==> src/hdl/mavg_pkg.sv <==
// Moving average window: shared constants and controller/datapath interface types.
// No dependencies.
package mavg_pkg;

    localparam int FRAC_BITS     = 8;
    localparam int LEN_BITS      = 7;
    localparam int WIN_LEN_RESET = 8;

    typedef struct packed {
        logic accept;
        logic update;
        logic load_div;
        logic load_out;
    } ctrl_cmd_t;

    typedef struct packed {
        logic div_done;
        logic out_free;
    } ctrl_status_t;

endpackage

==> src/hdl/moving_average_window_top.sv <==
// Moving average window top level: controller, datapath and configuration port.
// Depends on mavg_pkg, mavg_ctrl and mavg_dp.
//
// Usage:
//   Input channel s_valid/s_ready carries one signed sample per transfer; each
//   sample yields one result on m_valid/m_ready: m_average (mean of the held
//   samples, 8 fraction bits, truncated toward zero) and m_samples_held.
//   cfg_we with cfg_window_length sets the window (0 acts as 1, values above
//   MAX_WINDOW saturate) and clears the history; write it only while idle.
//   A new sample is taken only after the previous result has been loaded for
//   output; the time per sample is set by the bit-serial divider, which steps
//   through every dividend bit, plus the controller's other states.
//   Reset (aresetn low, synchronous) empties the window, sets its length to 8
//   and drops m_valid. A result waits in the output register while the
//   receiver stalls; the next sample is still taken and processed, and only
//   its final load waits for the output register to free.
module moving_average_window_top
    import mavg_pkg::*;
#(
    parameter int MAX_WINDOW  = 64,
    parameter int SAMPLE_BITS = 16
) (
    input  logic                                    aclk,
    input  logic                                    aresetn,
    input  logic                                    cfg_we,
    input  logic [LEN_BITS-1:0]                     cfg_window_length,
    input  logic                                    s_valid,
    output logic                                    s_ready,
    input  logic signed [SAMPLE_BITS-1:0]           s_sample,
    output logic                                    m_valid,
    input  logic                                    m_ready,
    output logic signed [SAMPLE_BITS+FRAC_BITS-1:0] m_average,
    output logic [$clog2(MAX_WINDOW+1)-1:0]         m_samples_held
);

    ctrl_cmd_t    cmd;
    ctrl_status_t status;

    mavg_ctrl u_ctrl (
        .aclk    (aclk),
        .aresetn (aresetn),
        .s_valid (s_valid),
        .s_ready (s_ready),
        .status  (status),
        .cmd     (cmd)
    );

    mavg_dp #(
        .MAX_WINDOW  (MAX_WINDOW),
        .SAMPLE_BITS (SAMPLE_BITS)
    ) u_dp (
        .aclk              (aclk),
        .aresetn           (aresetn),
        .cmd               (cmd),
        .status            (status),
        .cfg_we            (cfg_we),
        .cfg_window_length (cfg_window_length),
        .s_sample          (s_sample),
        .m_valid           (m_valid),
        .m_ready           (m_ready),
        .m_average         (m_average),
        .m_samples_held    (m_samples_held)
    );

endmodule

==> src/hdl/mavg_ram.sv <==
// Generic single write port, single read port RAM with registered read data.
// No dependencies.
module mavg_ram #(
    parameter int WIDTH = 16,
    parameter int DEPTH = 64
) (
    input  logic                     aclk,
    input  logic                     we,
    input  logic [$clog2(DEPTH)-1:0] waddr,
    input  logic [WIDTH-1:0]         wdata,
    input  logic                     re,
    input  logic [$clog2(DEPTH)-1:0] raddr,
    output logic [WIDTH-1:0]         rdata
);

    logic [WIDTH-1:0] mem [DEPTH];
    logic [WIDTH-1:0] rdata_reg;

    always_ff @(posedge aclk) begin
        if (we) begin
            mem[waddr] <= wdata;
        end
        if (re) begin
            rdata_reg <= mem[raddr];
        end
    end

    assign rdata = rdata_reg;

endmodule

==> src/hdl/mavg_div.sv <==
// Restoring unsigned divider, one quotient bit per cycle.
// No dependencies.
module mavg_div #(
    parameter int NUM_BITS = 30,
    parameter int DEN_BITS = 7
) (
    input  logic                aclk,
    input  logic                aresetn,
    input  logic                start,
    input  logic [NUM_BITS-1:0] dividend,
    input  logic [DEN_BITS-1:0] divisor,
    output logic [NUM_BITS-1:0] quotient,
    output logic                done
);

    localparam int CNT_W = $clog2(NUM_BITS + 1);

    logic [NUM_BITS-1:0] quo_reg, quo_next;
    logic [DEN_BITS-1:0] rem_reg, rem_next;
    logic [DEN_BITS-1:0] den_reg;
    logic [CNT_W-1:0]    cnt_reg, cnt_next;
    logic                done_reg, done_next;
    logic [DEN_BITS:0]   trial;
    logic                qbit;

    always_comb begin
        trial     = {rem_reg, quo_reg[NUM_BITS-1]};
        qbit      = (trial >= {1'b0, den_reg});
        quo_next  = quo_reg;
        rem_next  = rem_reg;
        cnt_next  = cnt_reg;
        done_next = 1'b0;
        if (start) begin
            quo_next = dividend;
            rem_next = '0;
            cnt_next = CNT_W'(NUM_BITS);
        end else if (cnt_reg != '0) begin
            quo_next  = {quo_reg[NUM_BITS-2:0], qbit};
            rem_next  = qbit ? DEN_BITS'(trial - {1'b0, den_reg}) : trial[DEN_BITS-1:0];
            cnt_next  = cnt_reg - CNT_W'(1);
            done_next = (cnt_reg == CNT_W'(1));
        end
    end

    always_ff @(posedge aclk) begin
        if (!aresetn) begin
            cnt_reg  <= '0;
            done_reg <= 1'b0;
        end else begin
            cnt_reg  <= cnt_next;
            done_reg <= done_next;
        end
    end

    always_ff @(posedge aclk) begin
        quo_reg <= quo_next;
        rem_reg <= rem_next;
        if (start) begin
            den_reg <= divisor;
        end
    end

    assign quotient = quo_reg;
    assign done     = done_reg;

`ifndef SYNTH
    a_start_loads: assert property (@(posedge aclk) disable iff (!aresetn)
        start |=> cnt_reg == CNT_W'(NUM_BITS))
        else $error("divider did not load its step count");
    a_done_after_step: assert property (@(posedge aclk) disable iff (!aresetn)
        done |-> $past(cnt_reg) == CNT_W'(1))
        else $error("divider done without a final step");
`endif

endmodule

==> src/hdl/mavg_ctrl.sv <==
// Moving average controller: sequences accept, window update, divide and output load.
// Depends on mavg_pkg.
module mavg_ctrl
    import mavg_pkg::*;
(
    input  logic         aclk,
    input  logic         aresetn,
    input  logic         s_valid,
    output logic         s_ready,
    input  ctrl_status_t status,
    output ctrl_cmd_t    cmd
);

    localparam logic [2:0] ST_IDLE = 3'd0;
    localparam logic [2:0] ST_UPD  = 3'd1;
    localparam logic [2:0] ST_LOAD = 3'd2;
    localparam logic [2:0] ST_DIV  = 3'd3;
    localparam logic [2:0] ST_DONE = 3'd4;

    logic [2:0] state_reg, state_next;

    always_comb begin
        state_next   = state_reg;
        cmd          = '0;
        s_ready      = 1'b0;
        unique case (state_reg)
            ST_IDLE: begin
                s_ready    = 1'b1;
                cmd.accept = s_valid;
                if (s_valid) begin
                    state_next = ST_UPD;
                end
            end
            ST_UPD: begin
                cmd.update = 1'b1;
                state_next = ST_LOAD;
            end
            ST_LOAD: begin
                cmd.load_div = 1'b1;
                state_next   = ST_DIV;
            end
            ST_DIV: begin
                if (status.div_done) begin
                    state_next = ST_DONE;
                end
            end
            ST_DONE: begin
                if (status.out_free) begin
                    cmd.load_out = 1'b1;
                    state_next   = ST_IDLE;
                end
            end
            default: begin
                state_next = ST_IDLE;
            end
        endcase
    end

    always_ff @(posedge aclk) begin
        if (!aresetn) begin
            state_reg <= ST_IDLE;
        end else begin
            state_reg <= state_next;
        end
    end

`ifndef SYNTH
    a_one_at_a_time: assert property (@(posedge aclk) disable iff (!aresetn)
        s_valid && s_ready |=> !s_ready && cmd.update)
        else $error("transfer did not start a window update");
`endif

endmodule

==> src/hdl/mavg_dp.sv <==
// Moving average datapath: sample ring, running sum, divider and output register.
// Depends on mavg_pkg, mavg_ram and mavg_div.
module mavg_dp
    import mavg_pkg::*;
#(
    parameter int MAX_WINDOW  = 64,
    parameter int SAMPLE_BITS = 16
) (
    input  logic                              aclk,
    input  logic                              aresetn,
    input  ctrl_cmd_t                         cmd,
    output ctrl_status_t                      status,
    input  logic                              cfg_we,
    input  logic [LEN_BITS-1:0]               cfg_window_length,
    input  logic signed [SAMPLE_BITS-1:0]     s_sample,
    output logic                              m_valid,
    input  logic                              m_ready,
    output logic signed [SAMPLE_BITS+FRAC_BITS-1:0] m_average,
    output logic [$clog2(MAX_WINDOW+1)-1:0]   m_samples_held
);

    localparam int CNT_BITS = $clog2(MAX_WINDOW + 1);
    localparam int WP_BITS  = $clog2(MAX_WINDOW);
    localparam int SUM_BITS = SAMPLE_BITS + $clog2(MAX_WINDOW);
    localparam int DIV_BITS = SUM_BITS + FRAC_BITS;
    localparam int AVG_BITS = SAMPLE_BITS + FRAC_BITS;
    localparam int LW       = (LEN_BITS > CNT_BITS) ? LEN_BITS : CNT_BITS;
    localparam int LEN_RST  = (WIN_LEN_RESET > MAX_WINDOW) ? MAX_WINDOW : WIN_LEN_RESET;

    logic signed [SAMPLE_BITS-1:0] sample_reg;
    logic signed [SUM_BITS-1:0]    sum_reg, sum_next;
    logic [CNT_BITS-1:0]           held_reg, held_next;
    logic [CNT_BITS-1:0]           len_reg, len_next;
    logic [WP_BITS-1:0]            wp_reg, wp_next;
    logic [CNT_BITS-1:0]           wp_inc;
    logic [SAMPLE_BITS-1:0]        ram_rdata;
    logic                          full;
    logic [LW-1:0]                 cfg_ext;
    logic                          neg_reg;
    logic [SUM_BITS-1:0]           mag;
    logic [DIV_BITS-1:0]           quotient;
    logic [DIV_BITS-1:0]           avg_full;
    logic                          div_done;
    logic                          m_valid_reg;
    logic [AVG_BITS-1:0]           avg_reg;
    logic [CNT_BITS-1:0]           held_out_reg;

    mavg_ram #(
        .WIDTH (SAMPLE_BITS),
        .DEPTH (MAX_WINDOW)
    ) u_ram (
        .aclk  (aclk),
        .we    (cmd.update),
        .waddr (wp_reg),
        .wdata (sample_reg),
        .re    (cmd.accept),
        .raddr (wp_reg),
        .rdata (ram_rdata)
    );

    always_comb begin
        cfg_ext = LW'(cfg_window_length);
        if (cfg_ext == '0) begin
            len_next = CNT_BITS'(1);
        end else if (cfg_ext > LW'(MAX_WINDOW)) begin
            len_next = CNT_BITS'(MAX_WINDOW);
        end else begin
            len_next = cfg_ext[CNT_BITS-1:0];
        end
    end

    always_comb begin
        full      = (held_reg >= len_reg);
        held_next = full ? held_reg : held_reg + CNT_BITS'(1);
        sum_next  = sum_reg + SUM_BITS'(sample_reg)
                  - (full ? SUM_BITS'($signed(ram_rdata)) : SUM_BITS'(0));
        wp_inc    = CNT_BITS'(wp_reg) + CNT_BITS'(1);
        wp_next   = (wp_inc >= len_reg) ? '0 : wp_inc[WP_BITS-1:0];
    end

    always_ff @(posedge aclk) begin
        if (!aresetn) begin
            len_reg  <= CNT_BITS'(LEN_RST);
            held_reg <= '0;
            wp_reg   <= '0;
            sum_reg  <= '0;
        end else if (cfg_we) begin
            len_reg  <= len_next;
            held_reg <= '0;
            wp_reg   <= '0;
            sum_reg  <= '0;
        end else if (cmd.update) begin
            held_reg <= held_next;
            wp_reg   <= wp_next;
            sum_reg  <= sum_next;
        end
    end

    always_ff @(posedge aclk) begin
        if (cmd.accept) begin
            sample_reg <= s_sample;
        end
        if (cmd.load_div) begin
            neg_reg <= sum_reg[SUM_BITS-1];
        end
    end

    // |sum| scaled by 2^FRAC_BITS, divided by the held count
    assign mag = sum_reg[SUM_BITS-1] ? SUM_BITS'(-sum_reg) : SUM_BITS'(sum_reg);

    mavg_div #(
        .NUM_BITS (DIV_BITS),
        .DEN_BITS (CNT_BITS)
    ) u_div (
        .aclk     (aclk),
        .aresetn  (aresetn),
        .start    (cmd.load_div),
        .dividend ({mag, FRAC_BITS'(0)}),
        .divisor  (held_reg),
        .quotient (quotient),
        .done     (div_done)
    );

    assign avg_full = neg_reg ? (~quotient + DIV_BITS'(1)) : quotient;

    always_ff @(posedge aclk) begin
        if (!aresetn) begin
            m_valid_reg <= 1'b0;
        end else if (cmd.load_out) begin
            m_valid_reg <= 1'b1;
        end else if (m_ready) begin
            m_valid_reg <= 1'b0;
        end
    end

    always_ff @(posedge aclk) begin
        if (cmd.load_out) begin
            avg_reg      <= avg_full[AVG_BITS-1:0];
            held_out_reg <= held_reg;
        end
    end

    assign status.div_done = div_done;
    assign status.out_free = !m_valid_reg || m_ready;
    assign m_valid         = m_valid_reg;
    assign m_average       = $signed(avg_reg);
    assign m_samples_held  = held_out_reg;

`ifndef SYNTH
    a_held_in_window: assert property (@(posedge aclk) disable iff (!aresetn)
        held_reg <= len_reg)
        else $error("held count exceeds window length");
    a_wp_in_window: assert property (@(posedge aclk) disable iff (!aresetn)
        CNT_BITS'(wp_reg) < len_reg)
        else $error("write position outside window");
    a_out_count: assert property (@(posedge aclk) disable iff (!aresetn)
        cmd.load_out |=> m_samples_held != '0)
        else $error("result loaded with empty window");
`endif

endmodule
==> config.mk <==
export PLATFORM = sky130hd
export DESIGN_NAME = moving_average_window_top
export DESIGN_NICKNAME = d
export VERILOG_FILES = /design/src/hdl/mavg_pkg.sv /design/src/hdl/moving_average_window_top.sv /design/src/hdl/mavg_ram.sv /design/src/hdl/mavg_div.sv /design/src/hdl/mavg_ctrl.sv /design/src/hdl/mavg_dp.sv
export SDC_FILE = /design/constraint.sdc
export NUM_CORES = 1
export LEC_CHECK = 0
export BUFFER_PORTS_ARGS = -buffer_cell sky130_fd_sc_hd__buf_2
export CORE_MARGIN = 2
export CORE_UTILIZATION = 30
export CTS_BUF_LIST = sky130_fd_sc_hd__clkbuf_16
export CTS_CLUSTER_SIZE = 14
export DETAILED_ROUTE_END_ITERATION = 10
export SLEW_MARGIN = 20
export SYNTH_ARGS = -nofsm -noshare
export SYNTH_HDL_FRONTEND = slang
export SYNTH_SLANG_ARGS = --single-unit
==> constraint.sdc <==
create_clock -name aclk -period 4.4 [get_ports aclk]
set_input_delay 0.66 -clock aclk [delete_from_list [all_inputs] [get_ports aclk]]
set_output_delay 0.66 -clock aclk [all_outputs]
set_load 0.02 [all_outputs]
==> results.ini <==
[clock_network]
cts_tree = done
cts_buffer_depth = 3
cts_made_buffers = 112
cts_sinks = 1184
clk_latency_ns = 0.74
path_clk_slew_ns = 0.06
clk_root_buffer_cell = clkbuf_16
cts.hold.buffers_added = 0
h-tree-depth = 3

[critical_path]
crit_family = compound AO/OA/AOI/OAI gates
reg2reg_to = u_dp.sum_reg[21]
reg2reg_slack_ns = 0.12
end_kind = flop
crit_start = u_dp.len_reg[2]
worst_path_largest_cell_delay_ns = 0.48
critPathRequiredTime_ns = 5.06
crit_buf_inv = 3
endpoint = u_dp.sum_reg[21]
slowest_stage = fa_1
reg2regPathDepth = 19
path_max_fanout = 8
start_kind = flop
arrival_ns = 4.94
cp_cell_sequence = inv_1, ha_1, a21o_1, a31oi_2, o21ai_2, a21oi_4, buf_12, nor2b_1, fa_1, inv_1, ha_1, a211oi_2, o211ai_1, a221oi_2, a31o_2, a32oi_2, xor2_1, or3_1, a21oi_1
path_class = flop to flop
r2r-start = u_dp.len_reg[2]
crit_cells = 19

[placed_design]
hpwlAfterDp_um = 82300
port_buffers = 60
gp_congestion = 0.909

[final_layout]
final_common_cell = edfxtp_1
regMostFlops = u_dp.u_ram.mem
multiInputGateArea_um2 = 12500
num-nets-final = 3282
num-fill-cells = 15200
largest_reg_flops = 1024
ff_latch_area_um2 = 34900
syn2layout_area_growth_pct = 15.7
final_cell_mix = 1117 x edfxtp_1, 189 x nor2_1, 182 x buf_4
drive_gt1_share_pct = 19.6

[route]
drtIter0Drc = 3427
antenna_left = 0
drt_wl_total_um = 132000
drc = 0
firstDrtPassIters = 5
vias_per_cell = 5.10
vias = 27700
wl_per_cell_um = 24.3

[sta]
drv_slew = 0
final-hold-violation-count = 0
relSlewSlack_pct = 20.2
setup_violations = 0
rsz0062_at_grt = true
min_period_ns = 4.28
holdWs_ns = 0.102
fin_crit_sh_pct = 97.3
skew_ns = 0.0514
worst_slew_pin_slew_ns = 1.20
max_clock_freq_mhz = 234

[power_and_ir_drop]
peakVddDrop_v = 0.000327
power.leakage_nw = 18.1
pwr-share-clk_pct = 37.6
pwr-share-comb_pct = 10.3
p_int_w = 0.0188
p_switching_w = 0.00611
power_density_nw_per_um2 = 445
seqPwrFrac_pct = 52.2
total_power_w = 0.0249
swShare_pct = 24.5

[job]
drv_cap = 0

[logic_synthesis]
synth-edff-count = 1117
syn_inst = 2979
syn_avg_cell_area_um2 = 16.2
ys.flop_type = edfxtp_1
synth_fp_nets = 3078
ys_seq_area_share_pct = 72.1
synth.distinct_cells = 69
ys_async_sr_fraction_pct = 0
syn-cell-area_um2 = 48400
ys_ff_latch = 1184
synth-warning-count = 0
synth.top_cell.area_share_pct = 69.3
yosysTopAreaCell = edfxtp_1
synth_area_leaders = edfxtp_1 69%, mux4_2 5.6%, dfxtp_1 2.8%

[grt]
antenna_found_initial = 4
grt_start_max_net_pins = 65
grt_usage_pct = 15.8
overflow = 0
grt_pass1_wl_um = 190000
grt_pass1_vias = 26900

[floorplanning]
start_util_pct = 30.2
die_h_um = 406
std_cell_rows = 147
die-area_um2 = 165000
die_w_um = 406
io_pins = 61
core_area_um2 = 160000

[worst_hold_path]
worstHoldPathType = input port to flop
min_delay_path_depth = 1

[status]
status = complete, no violations

==> cells by family (layout without fill, tap and decap cells) <==
family | count (synthesis) | after routing | share of synthesized area [%]
xor+xnor | 73 | 73 | 1.32
buf+inv | 272 | 570 | 2.30
simple gates | 488 | 488 | 4.70
other cells | 0 | 1 | 0
flops | 1184 | 1184 | 72.1
mux | 301 | 301 | 9.50
compound gates | 590 | 590 | 7.94
fa+ha+maj | 71 | 71 | 2.18
==> synth_stat cells, types with 5 or more instances <==
library cell,count
or4_1,13
nand2b_1,13
ha_1,49
and3_1,5
a21boi_0,6
buf_1,20
clkbuf_1,82
inv_1,106
a22o_1,23
a211oi_1,22
dfxtp_1,67
o22ai_1,48
mux2_2,69
nand2_1,114
nor2_1,198
fa_1,22
a21o_1,6
o221ai_1,9
a22oi_1,75
xor2_1,22
or3_1,11
xnor2_1,51
and2_1,12
buf_4,5
mux4_2,120
edfxtp_1,1117
buf_2,59
nand4_1,13
nand3b_1,5
a221oi_1,63
o31ai_1,12
mux2i_1,112
o21ai_0,114
a21oi_1,168
nor2b_1,35
o211ai_1,8
nor3_1,15
nand3_1,30
==> how the worst min path moves through the flow <==
| stage | start | slack [ns] | end |
|---|---|---|---|
| floorplan | u_dp.sum_reg[5] | 0.43 | u_dp.sum_reg[5] |
| global placement | u_dp.sum_reg[5] | 0.44 | u_dp.sum_reg[5] |
| detailed placement | u_dp.sum_reg[5] | 0.44 | u_dp.sum_reg[5] |
| CTS | s_sample[4] | 0.06 | u_dp.sample_reg[4] |
| global route | s_sample[8] | 0.07 | u_dp.sample_reg[8] |
| finish | s_sample[4] | 0.10 | u_dp.sample_reg[4] |
==> per-layer routing <==
| metal | vias to the layer above | routed length, um | GRT usage (%) |
|---|---|---|---|
| met5 | - | 48 | 0 |
| met4 | 4 | 4270 | 5.02 |
| met3 | 250 | 11500 | 3.86 |
| met2 | 1181 | 60400 | 24.5 |
| met1 | 14200 | 55700 | 21.7 |
| li1 | 12100 | - | - |
==> timing repair <==
action	4_1_cts	5_1_grt
buffers inserted	1	0
pin swaps	1	5
gates cloned	0	1
endpoints found under the setup margin	2	9
gates resized for setup	1	19
==> final cells by class <==
| type | count | share of cell area, % |
|---|---|---|
| timing repair buffer | 256 | 3.49 |
| clock inverter | 96 | 1.28 |
| multi-input combinational | 1523 | 22.4 |
| inverter | 106 | 0.711 |
| antenna | 1 | 0.00447 |
| sequential | 1184 | 62.3 |
| clock buffer | 112 | 5.00 |
| tap | 2160 | 4.83 |
==> per-stage QoR <==
stage          instance area [um2]   TNS, ns  util (%)  setup slack (ns)  std cells
2_1_floorplan                48400         0         -            0.0530       2979
3_3_place_gp                 52400         0      32.7            0.0252       5227
3_5_place_dp                 52400  -0.00738      32.7          -0.00738       5227
4_1_cts                      55900         0      34.9           0.00299       5436
5_1_grt                      56000   -0.0614      34.9           -0.0614       5437
6_report                     56000         0      34.9             0.118       5438
==> power groups by stage <==
stage / Clock (W) / Sequential [W] / Combinational [W]
4_1_cts: 0.00950 / 0.0130 / 0.00253
3_5_place_dp: 0 / 0.0132 / 0.00252
2_1_floorplan: 0 / 0.0133 / 0.00163
3_3_place_gp: 0 / 0.0132 / 0.00248
5_1_grt: 0.00991 / 0.0130 / 0.00284
6_report: 0.00935 / 0.0130 / 0.00255
(Power assumes the default switching activity.)
